<file path="config.mk">
export PLATFORM = sky130hd
export DESIGN_NAME = window_sum_peak_per_channel_flat
export DESIGN_NICKNAME = d
export VERILOG_FILES = /design/src/design/wsp_pkg.sv /design/src/design/wsp_if.sv /design/src/design/wsp_divider.sv /design/src/design/window_sum_peak_per_channel.sv /design/src/flat_wrapper.sv
export SDC_FILE = /design/constraint.sdc
export NUM_CORES = 2
export LEC_CHECK = 0
export BUFFER_PORTS_ARGS = -buffer_cell sky130_fd_sc_hd__buf_2
export CAP_MARGIN = 0
export CORE_ASPECT_RATIO = 2
export CORE_MARGIN = 3
export CORE_UTILIZATION = 50
export CTS_CLUSTER_DIAMETER = 80
export CTS_CLUSTER_SIZE = 8
export DETAILED_ROUTE_END_ITERATION = 10
export PLACE_DENSITY_LB_ADDON = 0.3
export SLEW_MARGIN = 5
export SYNTH_ARGS = -nofsm -noshare
export SYNTH_HDL_FRONTEND = slang
export SYNTH_SLANG_ARGS = --single-unit
</file>
<file path="constraint.sdc">
create_clock -name clk -period 10.2 [get_ports clk]
set_input_delay 0.51 -clock clk [delete_from_list [all_inputs] [get_ports clk]]
set_output_delay 0.51 -clock clk [all_outputs]
set_load 0.02 [all_outputs]
</file>
<file path="src/design/wsp_pkg.sv">
// Package for the per-channel moving-sum peak detector.
// Field widths and register reset value; no dependencies.
package wsp_pkg;

	localparam int CH_FIELD_W   = 4;
	localparam int SAMPLE_W     = 18;
	localparam int SUM_W        = 21;
	localparam int SLOT_FIELD_W = 7;
	localparam int WIN_W        = 4;

	localparam logic [WIN_W-1:0] WIN_RESET = 4'd5;

endpackage

</file>
<file path="src/design/wsp_if.sv">
// Valid/ready channel interfaces for sample beats and result beats.
// Uses widths from wsp_pkg.
interface wsp_in_if;
	logic                             valid;
	logic                             ready;
	logic [wsp_pkg::CH_FIELD_W-1:0]   channel;
	logic [wsp_pkg::SAMPLE_W-1:0]     sample;
	logic                             close_window;

	modport source (output valid, output channel, output sample, output close_window,
		input ready);
	modport sink (input valid, input channel, input sample, input close_window,
		output ready);
endinterface

interface wsp_out_if;
	logic                              valid;
	logic                              ready;
	logic [wsp_pkg::CH_FIELD_W-1:0]    out_channel;
	logic [wsp_pkg::SLOT_FIELD_W-1:0]  slot_index;
	logic [wsp_pkg::SAMPLE_W-1:0]      peak_average;

	modport source (output valid, output out_channel, output slot_index,
		output peak_average, input ready);
	modport sink (input valid, input out_channel, input slot_index,
		input peak_average, output ready);
endinterface

</file>
<file path="src/design/wsp_divider.sv">
// Restoring divider, one quotient bit per cycle over the window sum width.
// Uses wsp_pkg for the dividend width.
module wsp_divider #(
	parameter int DIV_W = 4
) (
	input  logic                      clk,
	input  logic                      arst_n,
	input  logic                      start,
	input  logic [wsp_pkg::SUM_W-1:0] dividend,
	input  logic [DIV_W-1:0]          divisor,
	output logic                      done,
	output logic [wsp_pkg::SUM_W-1:0] quotient
);
	localparam int SW    = wsp_pkg::SUM_W;
	localparam int CNT_W = $clog2(SW + 1);

	logic [DIV_W-1:0] rem_q;
	logic [DIV_W-1:0] div_q;
	logic [SW-1:0]    quo_q;
	logic [CNT_W-1:0] cnt_q;
	logic             run_q;
	logic             done_q;
	logic [DIV_W:0]   trial;
	logic [DIV_W:0]   diff;
	logic             ge;

	assign trial = {rem_q, quo_q[SW-1]};
	assign diff  = trial - {1'b0, div_q};
	assign ge    = trial >= {1'b0, div_q};

	always_ff @(posedge clk or negedge arst_n) begin
		if (!arst_n) begin
			run_q  <= 1'b0;
			done_q <= 1'b0;
			cnt_q  <= '0;
		end else begin
			done_q <= 1'b0;
			if (start) begin
				run_q <= 1'b1;
				cnt_q <= CNT_W'(SW);
			end else if (run_q) begin
				cnt_q <= cnt_q - 1'b1;
				if (cnt_q == CNT_W'(1)) begin
					run_q  <= 1'b0;
					done_q <= 1'b1;
				end
			end
		end
	end

	always_ff @(posedge clk) begin
		if (start) begin
			rem_q <= '0;
			div_q <= divisor;
			quo_q <= dividend;
		end else if (run_q) begin
			rem_q <= ge ? diff[DIV_W-1:0] : trial[DIV_W-1:0];
			quo_q <= {quo_q[SW-2:0], ge};
		end
	end

	assign done     = done_q;
	assign quotient = quo_q;
endmodule

</file>
<file path="src/design/window_sum_peak_per_channel.sv">
// Per-channel moving-sum peak detector, top level.
// A closing sample beat passes through the history read loop and the 21-step shared
// divider before its result beat is loaded.
// Samples are taken one at a time: in_ready stays low until the previous beat is finished.
// Reset: asynchronous active-low arst_n; valid bits and fill counts make history and
// peaks read as zero, slot counter clears, window_len returns to 5.
module window_sum_peak_per_channel #(
	parameter int CHANNELS   = 16,
	parameter int MAX_WINDOW = 8,
	parameter int CUP_SLOTS  = 128
) (
	input  logic                       clk,
	input  logic                       arst_n,
	input  logic                       cfg_we,
	input  logic [wsp_pkg::WIN_W-1:0]  cfg_wdata,
	wsp_in_if.sink                     in_ch,
	wsp_out_if.source                  out_ch
);
	localparam int SW     = wsp_pkg::SUM_W;
	localparam int CW     = (CHANNELS > 1) ? $clog2(CHANNELS) : 1;
	localparam int IW     = (MAX_WINDOW > 1) ? $clog2(MAX_WINDOW) : 1;
	localparam int LW     = $clog2(MAX_WINDOW + 1);
	localparam int HD     = CHANNELS * MAX_WINDOW;
	localparam int HAW    = (HD > 1) ? $clog2(HD) : 1;
	localparam int SLOT_W = (CUP_SLOTS > 1) ? $clog2(CUP_SLOTS) : 1;

	localparam logic [2:0] S_IDLE = 3'd0;
	localparam logic [2:0] S_META = 3'd1;
	localparam logic [2:0] S_SUM  = 3'd2;
	localparam logic [2:0] S_DIV  = 3'd3;
	localparam logic [2:0] S_OUT  = 3'd4;

	typedef struct packed {
		logic [IW-1:0] ptr;
		logic [LW-1:0] fill;
		logic [SW-1:0] peak;
	} meta_t;

	logic [2:0]                          state_q;
	logic [wsp_pkg::WIN_W-1:0]           wl_q;
	logic [wsp_pkg::CH_FIELD_W-1:0]      ch_q;
	logic [wsp_pkg::SAMPLE_W-1:0]        smp_q;
	logic                                close_q;
	logic [CHANNELS-1:0]                 chv_q;
	logic [SLOT_W-1:0]                   slot_q;

	meta_t                               meta_mem [CHANNELS];
	meta_t                               meta_rd_q;
	logic [wsp_pkg::SAMPLE_W-1:0]        hist_mem [HD];
	logic [wsp_pkg::SAMPLE_W-1:0]        hist_rd_q;

	logic [IW-1:0]                       ptr_q;
	logic [LW-1:0]                       fill_q;
	logic [SW-1:0]                       peak_q;
	logic [SW-1:0]                       sum_q;
	logic [LW-1:0]                       len_q;
	logic [LW-1:0]                       k_q;
	logic                                pend_q;
	logic                                pend_ok_q;

	logic                                out_valid_q;
	logic [wsp_pkg::CH_FIELD_W-1:0]      out_chan_q;
	logic [wsp_pkg::SLOT_FIELD_W-1:0]    out_slot_q;
	logic [wsp_pkg::SAMPLE_W-1:0]        out_avg_q;

	logic                                accept;
	logic                                ch_ok;
	logic [CW-1:0]                       chi;
	meta_t                               meta_cur;
	logic [LW-1:0]                       eff_len;
	logic [LW-1:0]                       fill_n;
	logic [IW-1:0]                       ptr_n;
	logic [IW-1:0]                       age_idx;
	logic                                sum_done;
	logic [SW-1:0]                       new_peak;
	logic                                div_start;
	logic                                div_done;
	logic [SW-1:0]                       div_quo;
	logic                                out_load;

	assign in_ch.ready = (state_q == S_IDLE);
	assign accept      = in_ch.valid && in_ch.ready;
	assign ch_ok       = 32'(in_ch.channel) < CHANNELS;
	assign chi         = CW'(ch_q);

	assign meta_cur = chv_q[chi] ? meta_rd_q : '0;

	always_comb begin
		if (wl_q == '0) begin
			eff_len = LW'(1);
		end else if (32'(wl_q) > MAX_WINDOW) begin
			eff_len = LW'(MAX_WINDOW);
		end else begin
			eff_len = LW'(wl_q);
		end
	end

	assign fill_n = (32'(meta_cur.fill) < MAX_WINDOW) ? meta_cur.fill + 1'b1 : meta_cur.fill;
	assign ptr_n  = (32'(ptr_q) == MAX_WINDOW - 1) ? '0 : ptr_q + 1'b1;
	assign age_idx = (ptr_q >= IW'(k_q)) ? IW'(32'(ptr_q) - 32'(k_q))
		: IW'(32'(ptr_q) + MAX_WINDOW - 32'(k_q));

	assign sum_done  = (state_q == S_SUM) && (k_q >= len_q) && !pend_q;
	assign new_peak  = (sum_q > peak_q) ? sum_q : peak_q;
	assign div_start = sum_done && close_q;
	assign out_load  = (state_q == S_OUT) && (!out_valid_q || out_ch.ready);

	wsp_divider #(
		.DIV_W(LW)
	) u_div (
		.clk      (clk),
		.arst_n   (arst_n),
		.start    (div_start),
		.dividend (new_peak),
		.divisor  (len_q),
		.done     (div_done),
		.quotient (div_quo)
	);

	always_ff @(posedge clk or negedge arst_n) begin
		if (!arst_n) begin
			state_q     <= S_IDLE;
			wl_q        <= wsp_pkg::WIN_RESET;
			chv_q       <= '0;
			slot_q      <= '0;
			out_valid_q <= 1'b0;
			pend_q      <= 1'b0;
		end else begin
			if (cfg_we) begin
				wl_q <= cfg_wdata;
			end
			if (out_load) begin
				out_valid_q <= 1'b1;
			end else if (out_ch.ready) begin
				out_valid_q <= 1'b0;
			end
			unique case (state_q)
				S_IDLE: begin
					if (accept && ch_ok) begin
						state_q <= S_META;
					end
				end
				S_META: begin
					pend_q  <= 1'b0;
					state_q <= S_SUM;
				end
				S_SUM: begin
					pend_q <= (k_q < len_q);
					if (sum_done) begin
						chv_q[chi] <= 1'b1;
						state_q    <= close_q ? S_DIV : S_IDLE;
					end
				end
				S_DIV: begin
					if (div_done) begin
						state_q <= S_OUT;
					end
				end
				S_OUT: begin
					if (out_load) begin
						state_q <= S_IDLE;
						if (32'(ch_q) == CHANNELS - 1) begin
							slot_q <= (32'(slot_q) == CUP_SLOTS - 1) ? '0 : slot_q + 1'b1;
						end
					end
				end
				default: begin
					state_q <= S_IDLE;
				end
			endcase
		end
	end

	always_ff @(posedge clk) begin
		if (accept) begin
			ch_q      <= in_ch.channel;
			smp_q     <= in_ch.sample;
			close_q   <= in_ch.close_window;
			meta_rd_q <= meta_mem[CW'(in_ch.channel)];
		end
		if (state_q == S_META) begin
			hist_mem[HAW'(32'(chi) * MAX_WINDOW + 32'(meta_cur.ptr))] <= smp_q;
			ptr_q  <= meta_cur.ptr;
			fill_q <= fill_n;
			peak_q <= meta_cur.peak;
			sum_q  <= SW'(smp_q);
			len_q  <= eff_len;
			k_q    <= LW'(1);
		end
		if (state_q == S_SUM) begin
			if (k_q < len_q) begin
				hist_rd_q <= hist_mem[HAW'(32'(chi) * MAX_WINDOW + 32'(age_idx))];
				pend_ok_q <= k_q < fill_q;
				k_q       <= k_q + 1'b1;
			end
			if (pend_q && pend_ok_q) begin
				sum_q <= sum_q + SW'(hist_rd_q);
			end
		end
		if (sum_done) begin
			meta_mem[chi] <= '{ptr: ptr_n, fill: fill_q, peak: close_q ? '0 : new_peak};
		end
		if (out_load) begin
			out_chan_q <= ch_q;
			out_slot_q <= wsp_pkg::SLOT_FIELD_W'(slot_q);
			out_avg_q  <= div_quo[wsp_pkg::SAMPLE_W-1:0];
		end
	end

	assign out_ch.valid        = out_valid_q;
	assign out_ch.out_channel  = out_chan_q;
	assign out_ch.slot_index   = out_slot_q;
	assign out_ch.peak_average = out_avg_q;
endmodule

</file>
<file path="src/flat_wrapper.sv">
// flat-port wrapper written by rule: the top's interface ports become plain ports
module window_sum_peak_per_channel_flat 
#(
	parameter int CHANNELS   = 16,
	parameter int MAX_WINDOW = 8,
	parameter int CUP_SLOTS  = 128
)
  (clk, arst_n, cfg_we, cfg_wdata, in_ch_valid, in_ch_channel, in_ch_sample, in_ch_close_window, in_ch_ready, out_ch_valid, out_ch_out_channel, out_ch_slot_index, out_ch_peak_average, out_ch_ready);
  wsp_in_if in_ch_i ();
  wsp_out_if out_ch_i ();
  input  logic clk;
  input  logic arst_n;
  input  logic cfg_we;
  input  logic [wsp_pkg::WIN_W-1:0] cfg_wdata;
  input wire logic [$bits(in_ch_i.valid)-1:0] in_ch_valid;
  input wire logic [$bits(in_ch_i.channel)-1:0] in_ch_channel;
  input wire logic [$bits(in_ch_i.sample)-1:0] in_ch_sample;
  input wire logic [$bits(in_ch_i.close_window)-1:0] in_ch_close_window;
  output wire logic [$bits(in_ch_i.ready)-1:0] in_ch_ready;
  output wire logic [$bits(out_ch_i.valid)-1:0] out_ch_valid;
  output wire logic [$bits(out_ch_i.out_channel)-1:0] out_ch_out_channel;
  output wire logic [$bits(out_ch_i.slot_index)-1:0] out_ch_slot_index;
  output wire logic [$bits(out_ch_i.peak_average)-1:0] out_ch_peak_average;
  input wire logic [$bits(out_ch_i.ready)-1:0] out_ch_ready;
  assign in_ch_i.valid = in_ch_valid;
  assign in_ch_i.channel = in_ch_channel;
  assign in_ch_i.sample = in_ch_sample;
  assign in_ch_i.close_window = in_ch_close_window;
  assign in_ch_ready = in_ch_i.ready;
  assign out_ch_valid = out_ch_i.valid;
  assign out_ch_out_channel = out_ch_i.out_channel;
  assign out_ch_slot_index = out_ch_i.slot_index;
  assign out_ch_peak_average = out_ch_i.peak_average;
  assign out_ch_i.ready = out_ch_ready;
  window_sum_peak_per_channel #(.CHANNELS(CHANNELS), .MAX_WINDOW(MAX_WINDOW), .CUP_SLOTS(CUP_SLOTS)) u_core (.clk(clk), .arst_n(arst_n), .cfg_we(cfg_we), .cfg_wdata(cfg_wdata), .in_ch(in_ch_i), .out_ch(out_ch_i));
endmodule
</file>
==> metrics.md <==
| Metric | Value |
|---|---|
| Xor and xnor area share after synthesis | 0.002185 |
| RR Endpoint | u_core.hist_rd_q[9] |
| Initial Util | 0.5031 |
| Num CTS Buffers | 413 |
| Largest net degree at the start of global routing | 119 |
| Post-layout min period | 5457 ps |
| Worst Setup Start Kind | register |
| Crit path launch | u_core.k_q[0] |
| Post-synth EDFFs | 2908 |
| Critical path class | register to register |
| Total gr overflow | 0 |
| Area Growth Syn to Fin | 14.24% |
| Fin cells | 8766 |
| Vias | 55931 |
| Synthesized area | 115700 µm² |
| Wirelength, routed | 301.8 mm |
| Routed Antenna Nets | 0 |
| Setup WS pre-CTS | 4708 ps |
| Final Slew Violations | 0 |
| I/O pin count | 63 |
| # Max-Cap Violations | 0 |
| Hold/Removal Path Class | input pin to register |
| Worst EP arrival | 6000 ps |
| First DRT Iteration DRCs | 5437 |
| Mapped Cells | 5176 |
| Critical path fanouts, max | 83 |
| Cell taking the most area after synthesis | edfxtp_1 |
| Layout cell share with drive strength beyond 1 | 0.2991 |
| Largest cells by area after synthesis | edfxtp_1, mux4_2, dfrtp_1, ha_1, nor2_1 |
| GPL Wtd Cong | 0.8592 |
| DP HPWL | 178.6 mm |
| Fill cell count | 16211 |
| Number of nets in the layout | 5768 |
| Peak Freq | 0.1833 GHz |
| CTS Root Cell | clkbuf_16 |
| Reg2reg path depth | 9 |
| Number of port buffers | 62 |
| Via count of the first global-routing pass | 59461 |
| CP Capture Point | u_core.hist_rd_q[9] |
| Core area | 229900 µm² |
| Global-route wire length before repair | 432.2 mm |
| Period utilisation layout | 0.5350 |
| Run status | complete, no violations |
| Final WS setup | 4743 ps |
| Setup TNS | 0 ps |
| Maximum vdd drop | 400.3 µV |
| Post-route DRC | 0 |
| Leak pwr | 42.26 nW |
| Initial antenna violation count | 9 |
| Primary FF master, synth | edfxtp_1 |
| Clock Skew | 51.00 ps |
| Post-CTS Resized | 0 |
| Distinct cell type count after synthesis | 65 |
| CP endpoint kind | register |
| Multiplexer share of the synthesized area | 0.1696 |
| FFs w/ async S/R, synth | 0.01310 |
| Sequential area share after synthesis | 0.7684 |
| Die Y | 686.2 µm |
| Slew headroom | 0.1208 |
| Storage element area | 88880 µm² |
| Yosys reg bits | 2976 |
| Maximum clock path buffer count | 4 |
| Dpl cells | 8243 |
| Final setup fails | 0 |
| DRT Pass-1 Iters | 5 |
| Clock Latency Late Sink | 900 ps |
| Clock Pin Slew Worst Setup and Hold Paths | 50 ps |
| DIE AREA | 237500 µm² |
| Row count | 249 |
| RSZ-0062 raised after global routing | no |
| Top-area cell type share of the netlist area | 0.7549 |
| Synth warn | 0 |
| Worst Path Required | 10750 ps |
| Die width | 346.1 µm |
| Final Total Pwr | 38.83 mW |
| FF-to-FF setup slack | 4740 ps |
| Leading cell types by count after synthesis | edfxtp_1, mux4_2, nor2_1 |
| H-Tree Level Count | 5 |
| Slew @ Worst Pin | 1319 ps |
| CTS tree | done |
| Routed wire per std cell | 34.43 µm |
| Cell with the most instances after synthesis | edfxtp_1 |
| PD cells | 293.8 nW/µm² |
| Synth Area in Adders | 0.006793 |
| Final hold viol count | 0 |
| Multi-input gate area | 25710 µm² |
| Syn_area_per_cell | 22.35 µm² |
| Syn Nets | 5269 |
| Vias/cell | 6.380 |
| Largest family of logic cells by synthesized area | multiplexers |
| Sink Count | 2976 |
| R2r startpoint | u_core.k_q[0] |
| Global Route Usage Sum | 0.2560 |
| Synth Area in Compound Gates | 0.01232 |
| Post-Synth Simple-Gate Area | 0.02836 |
==> flip-flops by register name, indices dropped and copies added (netlist names), 5 cells and up <==
signal	cells
u_core.out_ch.peak_average	18
u_core.smp_q	18
u_core.hist_rd_q	18
u_core.sum_q	21
u_core.out_ch.slot_index	7
u_core.meta_mem	448
u_core.u_div.quotient	21
u_core.chv_q	16
u_core.slot_q	7
u_core.meta_rd_q	28
u_core.hist_mem	2304
u_core.peak_q	21
u_core.u_div.cnt_q	5
==> repair_timing <==
item | CTS | global route
hold endpoints to repair | 62 | 0
hold buffers | 29 | 0
buffers inserted | 0 | 0
==> cells in the final DEF (no fill, tap or decap), drive strengths merged, types with 13 or more instances in the layout <==
cell type / count
nor2b: 51
nand4: 28
and2: 31
nor2: 192
ha: 58
xor2: 13
mux2i: 48
o21ai: 27
xnor2: 15
nor3: 35
dfxtp: 29
a211o: 21
a21o: 13
or2: 19
a21oi: 67
a22oi: 18
nand3: 73
inv: 51
nand2b: 51
edfxtp: 2908
nand2: 193
buf: 317
dfrtp: 37
clkbuf: 475
mux4: 847
dlygate4sd3: 29
o2111ai: 19
==> critical path, cell delays in order, from the launching register on <==
cell and delay [ps]:
dfxtp_1 480, ha_4 190, inv_1 50, fa_4 1030, buf_4 670, buf_12 470, mux4_2 400, mux4_2 560
a22oi_1 1030, nand4_1 190
==> power by group <==
part	switching (mW)	total, mW	internal (mW)
combinational	6.56	12.0	5.48
clock	4.73	12.0	7.25
sequential	0.421	14.8	14.4
total	11.7	38.8	27.1
==> through the flow <==
stage | utilization | instance area, µm² | hold WS [ps]
CTS | 0.5746 | 132100 | 66.74
floorplan | - | 115700 | 214.4
finish | 0.5747 | 132100 | 120.1
global placement | 0.5256 | 120800 | 443.3
global route | 0.5747 | 132100 | 127.1
detailed placement | 0.5257 | 120900 | 444.5
==> per-layer routing <==
metal / routed length, µm / vias to the layer above / GRT usage
li1: - / 22519 / -
met1: 96750 / 30143 / 0.2806
met2: 163300 / 2585 / 0.4632
met3: 19090 / 682 / 0.03813
met4: 22570 / 2 / 0.1659
met5: 16 / - / 0
==> cell families after synthesis <==
kind of cell,Yosys count
flops,2976
mux,900
simple gates,690
buf+inv,308
compound gates,213
fa+ha+maj,61
xor+xnor,28
==> area by class of cell <==
cell class / count / area share
Sequential cell: 2976 / 0.6726
Multi-Input combinational cell: 1892 / 0.1946
Clock buffer: 475 / 0.08110
Tap cell: 3012 / 0.02852
Timing Repair Buffer: 346 / 0.01998
Clock inverter: 13 / 0.001818
Inverter: 46 / 0.001307
Antenna cell: 6 / 0.0001136
==> how the worst min path moves through the flow <==
stage	from	endpoint	slack [ps]	cells past startpoint
6_report	in_ch_valid	u_core.state_q[0]	120	4
5_1_grt	in_ch_valid	u_core.state_q[0]	130	4
4_1_cts	in_ch_valid	u_core.state_q[0]	70	4
3_5_place_dp	u_core.u_div.quotient[9]	u_core.out_ch.peak_average[9]	440	0
3_3_place_gp	u_core.u_div.quotient[15]	u_core.out_ch.peak_average[15]	440	0
2_1_floorplan	arst_n	u_core.chv_q[0]	210	0
Note: power is estimated with default switching activity, not from simulation.
